--- src/rtl/core/rep_pkg.sv ---
// Shared types and constants for the rotary encoder position tracker.
`timescale 1ns / 1ps
`default_nettype none

package rep_pkg;

  localparam int POSITION_WIDTH = 16;
  localparam int LOAD_WIDTH     = 16;
  localparam int TICK_WIDTH     = 8;

  localparam logic [TICK_WIDTH-1:0] LOCKOUT_RESET = TICK_WIDTH'(2);
  localparam logic [TICK_WIDTH-1:0] TICK_MAX      = {TICK_WIDTH{1'b1}};
  localparam logic [TICK_WIDTH-1:0] TICK_ONE      = TICK_WIDTH'(1);

  typedef enum logic [1:0] {
    CMD_SAMPLE = 2'd0,
    CMD_READ   = 2'd1,
    CMD_LOAD   = 2'd2
  } cmd_t;

  typedef struct packed {
    logic [1:0]                   command;
    logic                         clk_level;
    logic                         dt_level;
    logic signed [LOAD_WIDTH-1:0] load_value;
  } item_t;

endpackage

`default_nettype wire

--- src/rtl/core/rep_in_reg.sv ---
// Input register stage of the rotary encoder position tracker.
`timescale 1ns / 1ps
`default_nettype none

module rep_in_reg
  import rep_pkg::*;
(
  input  wire logic  clk,
  input  wire logic  rst_n,
  input  wire logic  in_valid,
  output logic       in_ready,
  input  wire item_t in_item,
  input  wire logic  advance,
  output logic       item_valid,
  output item_t      item
);

  logic  valid_r;
  item_t item_r;

  // take a new item whenever the held one leaves this cycle or none is held
  assign in_ready   = !valid_r || advance;
  assign item_valid = valid_r;
  assign item       = item_r;

  always_ff @(posedge clk) begin
    if (!rst_n) begin
      valid_r <= 1'b0;
    end else if (in_ready) begin
      valid_r <= in_valid;
    end
  end

  always_ff @(posedge clk) begin
    if (in_valid && in_ready) begin
      item_r <= in_item;
    end
  end

endmodule

`default_nettype wire

--- src/rtl/core/rep_core.sv ---
// Decoder state, command execution and result register.
`timescale 1ns / 1ps
`default_nettype none

module rep_core
  import rep_pkg::*;
(
  input  wire logic                            clk,
  input  wire logic                            rst_n,
  input  wire logic                            cfg_we,
  input  wire logic [TICK_WIDTH-1:0]           cfg_wdata,
  input  wire logic                            item_valid,
  input  wire item_t                           item,
  output logic                                 advance,
  output logic                                 out_valid,
  input  wire logic                            out_ready,
  output logic signed [POSITION_WIDTH-1:0]     out_position,
  output logic                                 out_moved
);

  logic [TICK_WIDTH-1:0]     lockout_r;
  logic                      prev_clk_r, prev_clk_nxt;
  logic                      half_r, half_nxt;
  logic [POSITION_WIDTH-1:0] pos_r, pos_nxt;
  logic                      moved_r, moved_nxt;
  logic [TICK_WIDTH-1:0]     ticks_r, ticks_nxt;
  logic                      moved_res;
  logic                      change;
  logic                      fire;
  logic                      out_valid_r;
  logic [POSITION_WIDTH-1:0] out_pos_r;
  logic                      out_moved_r;

  assign advance      = !out_valid_r || out_ready;
  assign fire         = item_valid && advance;
  assign out_valid    = out_valid_r;
  assign out_position = out_pos_r;
  assign out_moved    = out_moved_r;

  assign change = (ticks_r >= lockout_r) && (item.clk_level != prev_clk_r);

  always_comb begin
    prev_clk_nxt = prev_clk_r;
    half_nxt     = half_r;
    pos_nxt      = pos_r;
    moved_nxt    = moved_r;
    ticks_nxt    = ticks_r;
    moved_res    = moved_r;
    unique case (item.command)
      CMD_SAMPLE: begin
        if (change) begin
          // change with half_r set completes a detent: move up when CLK and DT differ
          if (half_r) begin
            if (item.clk_level != item.dt_level) begin
              pos_nxt = pos_r + POSITION_WIDTH'(1);
            end else begin
              pos_nxt = pos_r - POSITION_WIDTH'(1);
            end
            moved_nxt = 1'b1;
          end
          half_nxt     = !half_r;
          prev_clk_nxt = item.clk_level;
          ticks_nxt    = TICK_ONE;
        end else if (ticks_r != TICK_MAX) begin
          ticks_nxt = ticks_r + TICK_ONE;
        end
        moved_res = moved_nxt;
      end
      CMD_READ: begin
        moved_nxt = 1'b0;
      end
      CMD_LOAD: begin
        pos_nxt   = POSITION_WIDTH'(item.load_value);
        moved_nxt = 1'b0;
        moved_res = 1'b0;
      end
      default: begin
        moved_res = moved_r;
      end
    endcase
  end

  always_ff @(posedge clk) begin
    if (!rst_n) begin
      lockout_r   <= LOCKOUT_RESET;
      prev_clk_r  <= 1'b0;
      half_r      <= 1'b0;
      pos_r       <= '0;
      moved_r     <= 1'b0;
      ticks_r     <= '0;
      out_valid_r <= 1'b0;
    end else begin
      if (cfg_we) begin
        lockout_r <= cfg_wdata;
      end
      if (fire) begin
        prev_clk_r <= prev_clk_nxt;
        half_r     <= half_nxt;
        pos_r      <= pos_nxt;
        moved_r    <= moved_nxt;
        ticks_r    <= ticks_nxt;
      end
      if (advance) begin
        out_valid_r <= item_valid;
      end
    end
  end

  always_ff @(posedge clk) begin
    if (fire) begin
      out_pos_r   <= pos_nxt;
      out_moved_r <= moved_res;
    end
  end

endmodule

`default_nettype wire

--- src/rtl/core/rotary_encoder_position_tracker.sv ---
// Top level of the rotary encoder position tracker.
//
//   channel | direction | handshake             | payload
//   in_     | input     | in_valid / in_ready   | command, clk_level, dt_level, load_value
//   out_    | output    | out_valid / out_ready | position, moved
//   cfg_    | input     | cfg_we (no wait)      | cfg_wdata = lockout_ticks
//
// One item per cycle sustained unless out_ready stalls the result; each item passes
// from acceptance through the input register, then through the decoder logic into
// the result register, which is updated together with the decoder state.
// Reset (rst_n low, synchronous) clears position, flags, tick count and sets the
// lockout to two ticks. A stalled result holds in the result register; the input
// register still takes an item when the result leaves in the same cycle.
`timescale 1ns / 1ps
`default_nettype none

module rotary_encoder_position_tracker
  import rep_pkg::*;
(
  input  wire logic                               clk,
  input  wire logic                               rst_n,
  input  wire logic                               cfg_we,
  input  wire logic [TICK_WIDTH-1:0]              cfg_wdata,
  input  wire logic                               in_valid,
  output logic                                    in_ready,
  input  wire logic [1:0]                         in_command,
  input  wire logic                               in_clk_level,
  input  wire logic                               in_dt_level,
  input  wire logic signed [LOAD_WIDTH-1:0]       in_load_value,
  output logic                                    out_valid,
  input  wire logic                               out_ready,
  output logic signed [POSITION_WIDTH-1:0]        out_position,
  output logic                                    out_moved
);

  item_t in_item;
  item_t item;
  logic  item_valid;
  logic  advance;

  assign in_item.command    = in_command;
  assign in_item.clk_level  = in_clk_level;
  assign in_item.dt_level   = in_dt_level;
  assign in_item.load_value = in_load_value;

  rep_in_reg u_in_reg (
    .clk        (clk),
    .rst_n      (rst_n),
    .in_valid   (in_valid),
    .in_ready   (in_ready),
    .in_item    (in_item),
    .advance    (advance),
    .item_valid (item_valid),
    .item       (item)
  );

  rep_core u_core (
    .clk          (clk),
    .rst_n        (rst_n),
    .cfg_we       (cfg_we),
    .cfg_wdata    (cfg_wdata),
    .item_valid   (item_valid),
    .item         (item),
    .advance      (advance),
    .out_valid    (out_valid),
    .out_ready    (out_ready),
    .out_position (out_position),
    .out_moved    (out_moved)
  );

endmodule

`default_nettype wire
--- config.mk ---
export PLATFORM = sky130hd
export DESIGN_NAME = rotary_encoder_position_tracker
export DESIGN_NICKNAME = d
export VERILOG_FILES = /design/src/rtl/core/rep_pkg.sv /design/src/rtl/core/rep_in_reg.sv /design/src/rtl/core/rep_core.sv /design/src/rtl/core/rotary_encoder_position_tracker.sv
export SDC_FILE = /design/constraint.sdc
export NUM_CORES = 1
export LEC_CHECK = 0
export ABC_CLOCK_PERIOD_IN_PS = 3400
export BUFFER_PORTS_ARGS = -buffer_cell sky130_fd_sc_hd__buf_4
export CAP_MARGIN = 5
export CORE_UTILIZATION = 40
export CTS_BUF_LIST = sky130_fd_sc_hd__clkbuf_4 sky130_fd_sc_hd__clkbuf_8
export DETAILED_ROUTE_END_ITERATION = 8
export RECOVER_POWER = 25
export SLEW_MARGIN = 25
export SYNTH_ARGS = -nofsm -noshare
export SYNTH_HDL_FRONTEND = slang
export SYNTH_SLANG_ARGS = --single-unit
--- constraint.sdc ---
create_clock -name clk -period 3.4 [get_ports clk]
set_clock_uncertainty 0.15 [all_clocks]
set_input_delay 0.68 -clock clk [delete_from_list [all_inputs] [get_ports clk]]
set_output_delay 0.68 -clock clk [all_outputs]
set_load 0.01 [all_outputs]
---- Word-level counts from Yosys, hierarchy flattened ----
Cells that the tools add are included.
W data, S select, Z words.
operators by class
  equality and inequality tests ........... 5
  muxes and demuxes ....................... 10
  add/subtract/negate cells ............... 3
  magnitude comparators ................... 1
  reduce and logical (&&, ||, !) cells .... 15
operator list
  cell                     count
  $mux W16                 3
  $pmux W16 S2             1
  $add A16 B1 Y16 const B  1
  $mux W8                  2
  $sub A16 B1 Y16 const B  1
  $add A8 B1 Y8 const B    1
  $ge A8 B8 Y1             1
  $ne A8 B8 Y1 const B     1
  $reduce_and A3 Y1        2
  $pmux W1 S2              2
  $reduce_bool A2 Y1       2
  $logic_and A1 B1 Y1      3
  $logic_not A1 Y1         3
  $eq A2 B1 Y1 const B     1
  $eq A2 B2 Y1 const B     1
  $logic_not A2 Y1         1
  $logic_or A1 B1 Y1       2
  $mux W1                  2
  $ne A1 B1 Y1             2
  $reduce_and A2 Y1        1
  $reduce_or A2 Y1         1
storage, ports and cells
  output and inout port bits .............. 19
  logic and storage cells ................. 48
  bits in registers ....................... 74
  input port bits ......................... 33

---- Logic depth before layout (Yosys ltp) ----
  depth in word-level cells ............... 5
  depth in mapped cells ................... 10
  gate-level depth less buffers ........... 9

---- Cells and area by module ----
From an unflattened synthesis, not the netlist that was laid out.
unflattened totals
  cell total of the unflattened synthesis .. 460
  area, all modules ....................... 4282.9 µm²
modules (own cells, without submodules)
  module      sequential area each (µm²)  cells an instance  area each (µm²)  instances
  rep_core    1231.2                      435                3624.7           1
  rep_in_reg  620.6                       25                 658.1            1

---- Worst setup path before layout ----
Ideal clock, no wire load.
  kind .................................... register -> register
  start point ............................. reg u_in_reg.item_r, in the netlist u_in_reg.item[17]
  end point ............................... reg u_core.pos_r[14]
  cell stages (with the launch flop) ...... 11
  slack ................................... -0.126 ns
  data arrival time ....................... 3.256 ns
  data required time ...................... 3.130 ns
  library setup time ...................... 0.120 ns
  path through ............................ edfxtp_1 xor2_1 clkbuf_1 xnor2_1 ha_1 or4_4 or4_4 o32ai_2 nand3_2 and3_1 o31a_1
on the way
  longest elaborated chain between the ends .. 5
  elaborated cells between the ends (all ways) .. 7
ends and longest elaborated chain
  what                      line              source
  start: declaration        rep_in_reg.sv:19  item_t item_r;
  start signal: assignment  rep_in_reg.sv:36  item_r <= in_item;
  $ne A1 B1 Y1              rep_core.sv:54    if (item.clk_level != item.dt_level) begin
  $mux W16                  rep_core.sv:54
  $mux W16                  rep_core.sv:53    if (half_r) begin
  $mux W16 (*)              rep_core.sv:51    if (change) begin
  $pmux W16 S2 (*)          rep_core.sv:49    unique case (item.command)
  end signal: assignment    rep_core.sv:99    pos_r <= pos_nxt;
  end: declaration          rep_core.sv:24    logic [POSITION_WIDTH-1:0] pos_r, pos_nxt;
Mark *: on every way between the ends. The rest lies on a longest branch, timed or not.
A chain may end at the register's enable or synchronous reset.

---- Worst setup path after layout ----
Same ends and word-level chain as after synthesis.

==> results by group <==
Status
  • Outcome: completed

Floorplan
  • Rows: 36
  • Initial Util: 0.411
  • Die H: 102 um
  • Die area: ~10000 um^2
  • # IOs: 52
  • Horiz. Die Dim: between 100 and 150 um
  • Core area: slightly below 10000 um^2

Timing
  • Slew @ Worst Pin: between 0.8 and 0.9 ns
  • Slew margin rel.: 0.462
  • Setup-failing EPs final: 0
  • Setup TNS: 0 ns
  • RSZ-0062 raised after global routing: false
  • Tmin final: roughly 3.2 ns
  • Final hold vios: 0
  • Fmax: roughly 310 MHz
  • Max Transition Viols Final: 0
  • Worst Setup Slack, final: between 0.2 and 0.25 ns
  • Period utilisation layout: 0.940

Yosys
  • Synth Net Count: 479
  • Top_reg_cell synth: edfxtp_1
  • Mean post-synth cell area: around 9.3 um^2
  • Post-Syn Instances: around 430
  • Sequential element share of the synthesized area: 0.461
  • Post-synthesis cell type count: 58
  • Synthesized cell area: 4020 um^2
  • Async set or reset register ratio after synthesis: 0
  • Synthesized flop and latch total: 74
  • Synth warnings: 0
  • EDFF count, synth: 37

Setup path
  • Crit end category: register
  • Crit path max fanout: 4
  • Critical path launch point type: register
  • CP startpoint: u_in_reg.item[17]
  • Worst path arrival time: approximately 3.3 ns
  • Worst r2r src: u_in_reg.item[17]
  • Reg2reg setup slack: around 0.20 ns
  • Crit Path Class: reg2reg
  • Worst EP required: approximately 3.5 ns

Cells and area
  • Commonest non-fill, non-tap cell in the layout: nand2_1
  • Most frequent cells in the layout: nand2_1, buf_4, dfxtp_1, edfxtp_1, o21ai_0
  • Number of diodes: 0
  • Filler cells: approximately 940
  • Final #Nets: around 530
  • Layout cell share with drive strength beyond 1: 0.190
  • Area grow syn2layout: 18.3%

Placed design
  • Post-DP HPWL: 7460 um
  • Pre-CTS setup slack: roughly 0.23 ns
  • Port Buffer Count: about 50
  • Global placement routability congestion: 0.869

Detailed routing
  • DRC Markers: 0
  • Routed len/inst: about 17 um
  • Drt via density: approximately 5.7
  • Final wirelength: 10700 um
  • Post-DRT Antenna Nets: 0
  • Total number of vias: about 3500
  • Drt first-iter violations: about 190
  • Pre-antenna DRT Iters: 4

CTS
  • CTS buffer count: 9
  • Setup bufs post-CTS: 0
  • CTS tree: yes
  • Root Buffer: clkbuf_8
  • Clock tree buffer depth: 2
  • CTS Hold Buffers Added: 0
  • Post-CTS Resized: 0
  • # clock sinks: 74
  • Clock-pin slew on the worst setup and hold paths: 0.09 ns
  • H-Tree Depth: 3
  • Clock Latency Late Sink: 0.38 ns

Pwr
  • Maximum VDD drop: around 0.26 mV
  • Gate power share: 0.135
  • Leakage power: roughly 0.0018 uW
  • P_int: around 1400 uW
  • Clock share of power: 0.356
  • Net switching power: roughly 540 uW
  • PwrDens: 417 nW/um^2
  • Sw frac: 0.271
  • Flop pwr share: 0.510

Hold path
  • Critical hold path startpoint: in_load_value[4]
  • Worst Hold Class: in2reg

Global routing
  • Largest net degree at the start of global routing: 22
  • First-pass GRT wire length: 17400 um
  • Vias in the first global route: between 3000 and 4000
  • GR Overflow Total: 0
  • Total track usage: 0.223
  • Initial antenna violation count: 0

Job
  • MaxCap Viol Count: 0
==> flip-flops by register name (all words and copies together) (netlist names), 8 cells and up <==
register	count
u_core.out_position	16
u_core.pos_r	16
u_core.lockout_r	8
u_core.ticks_r	8
u_in_reg.item	20
==> metrics by stage <==
| stage | instance area (um^2) | power [uW] | util | hold WS, ns | std cells |
|---|---|---|---|---|---|
| after CTS | 4750 | 2000 | 0.486 | 0.300 | 618 |
| after detailed placement | 4560 | 1300 | 0.466 | 0.338 | 602 |
| after floorplan | 4030 | 1190 | - | 0.309 | 433 |
| after global routing | 4750 | 2070 | 0.486 | 0.330 | 618 |
| final | 4750 | 1980 | 0.486 | 0.340 | 618 |
| after global placement | 4560 | 1290 | 0.466 | 0.325 | 602 |
==> logic make-up (layout without fill, tap and decap cells) <==
logic type | count (synthesis) | in the layout | share of synthesized area
flops | 74 | 74 | 0.461
simple gates | 159 | 159 | 0.204
fa+ha+maj | 13 | 13 | 0.0405
compound gates | 119 | 119 | 0.198
mux | 10 | 10 | 0.0255
xor+xnor | 11 | 11 | 0.0240
buf+inv | 47 | 99 | 0.0464
==> Yosys cell counts, types with 6 or more instances <==
library cell	count	area, um^2
a21oi_1	23	115
a31oi_1	12	75.1
clkbuf_1	24	90.1
dfxtp_1	37	741
edfxtp_1	37	1110
ha_1	13	163
inv_1	17	63.8
mux2i_1	8	80.1
nand2_1	45	169
nand3_1	19	95.1
nand4_1	9	56.3
nor2_1	23	86.3
nor3_1	13	65.1
nor4_1	6	37.5
o211ai_1	8	60.1
o21ai_0	28	140
or3_1	11	68.8
or4_1	7	52.6
xor2_1	6	52.6
==> final cells by class <==
type / count / area (um^2) / share of cell area
Multi-Input combinational cell: 312 / 1990 / 0.418
Sequential cell: 74 / 1850 / 0.390
Timing Repair Buffer: 65 / 484 / 0.102
Tap cell: 133 / 166 / 0.0350
Clock buffer: 10 / 131 / 0.0277
Inverter: 18 / 67.6 / 0.0142
Clock inverter: 6 / 62.6 / 0.0132
==> path summary, 6_finish.rpt <==
check        cells after the start                  end
max reg2reg                      9     u_core.pos_r[14]
min                              1     u_in_reg.item[4]
min reg2reg                      2  u_core.lockout_r[1]
max                              9     u_core.pos_r[14]
==> worst max-delay path, cell delays in order, from the launching register on <==
cell and delay [ns]:
edfxtp_1 0.50, xor2_2 0.22, xnor2_1 0.13, ha_1 0.21, or4_4 0.44, or4_4 0.52, o32ai_2 0.29, nand3_2 0.13
and3_1 0.24, o31a_1 0.26
==> power groups by stage <==
stage               Clock [uW]  Sequential, uW  Combinational (uW)
finish                     704            1010                 267
global route               756            1010                 298
CTS                        722            1010                 270
detailed placement           0            1030                 269
global placement             0            1030                 267
floorplan                    0            1020                 169
==> metal layers <==
layer	wire length, um	GRT usage
met1	4960	0.299
met2	4900	0.353
met3	707	0.0616
met4	110	0.0626
met5	0	0
Note: power is estimated with default switching activity, not from simulation.
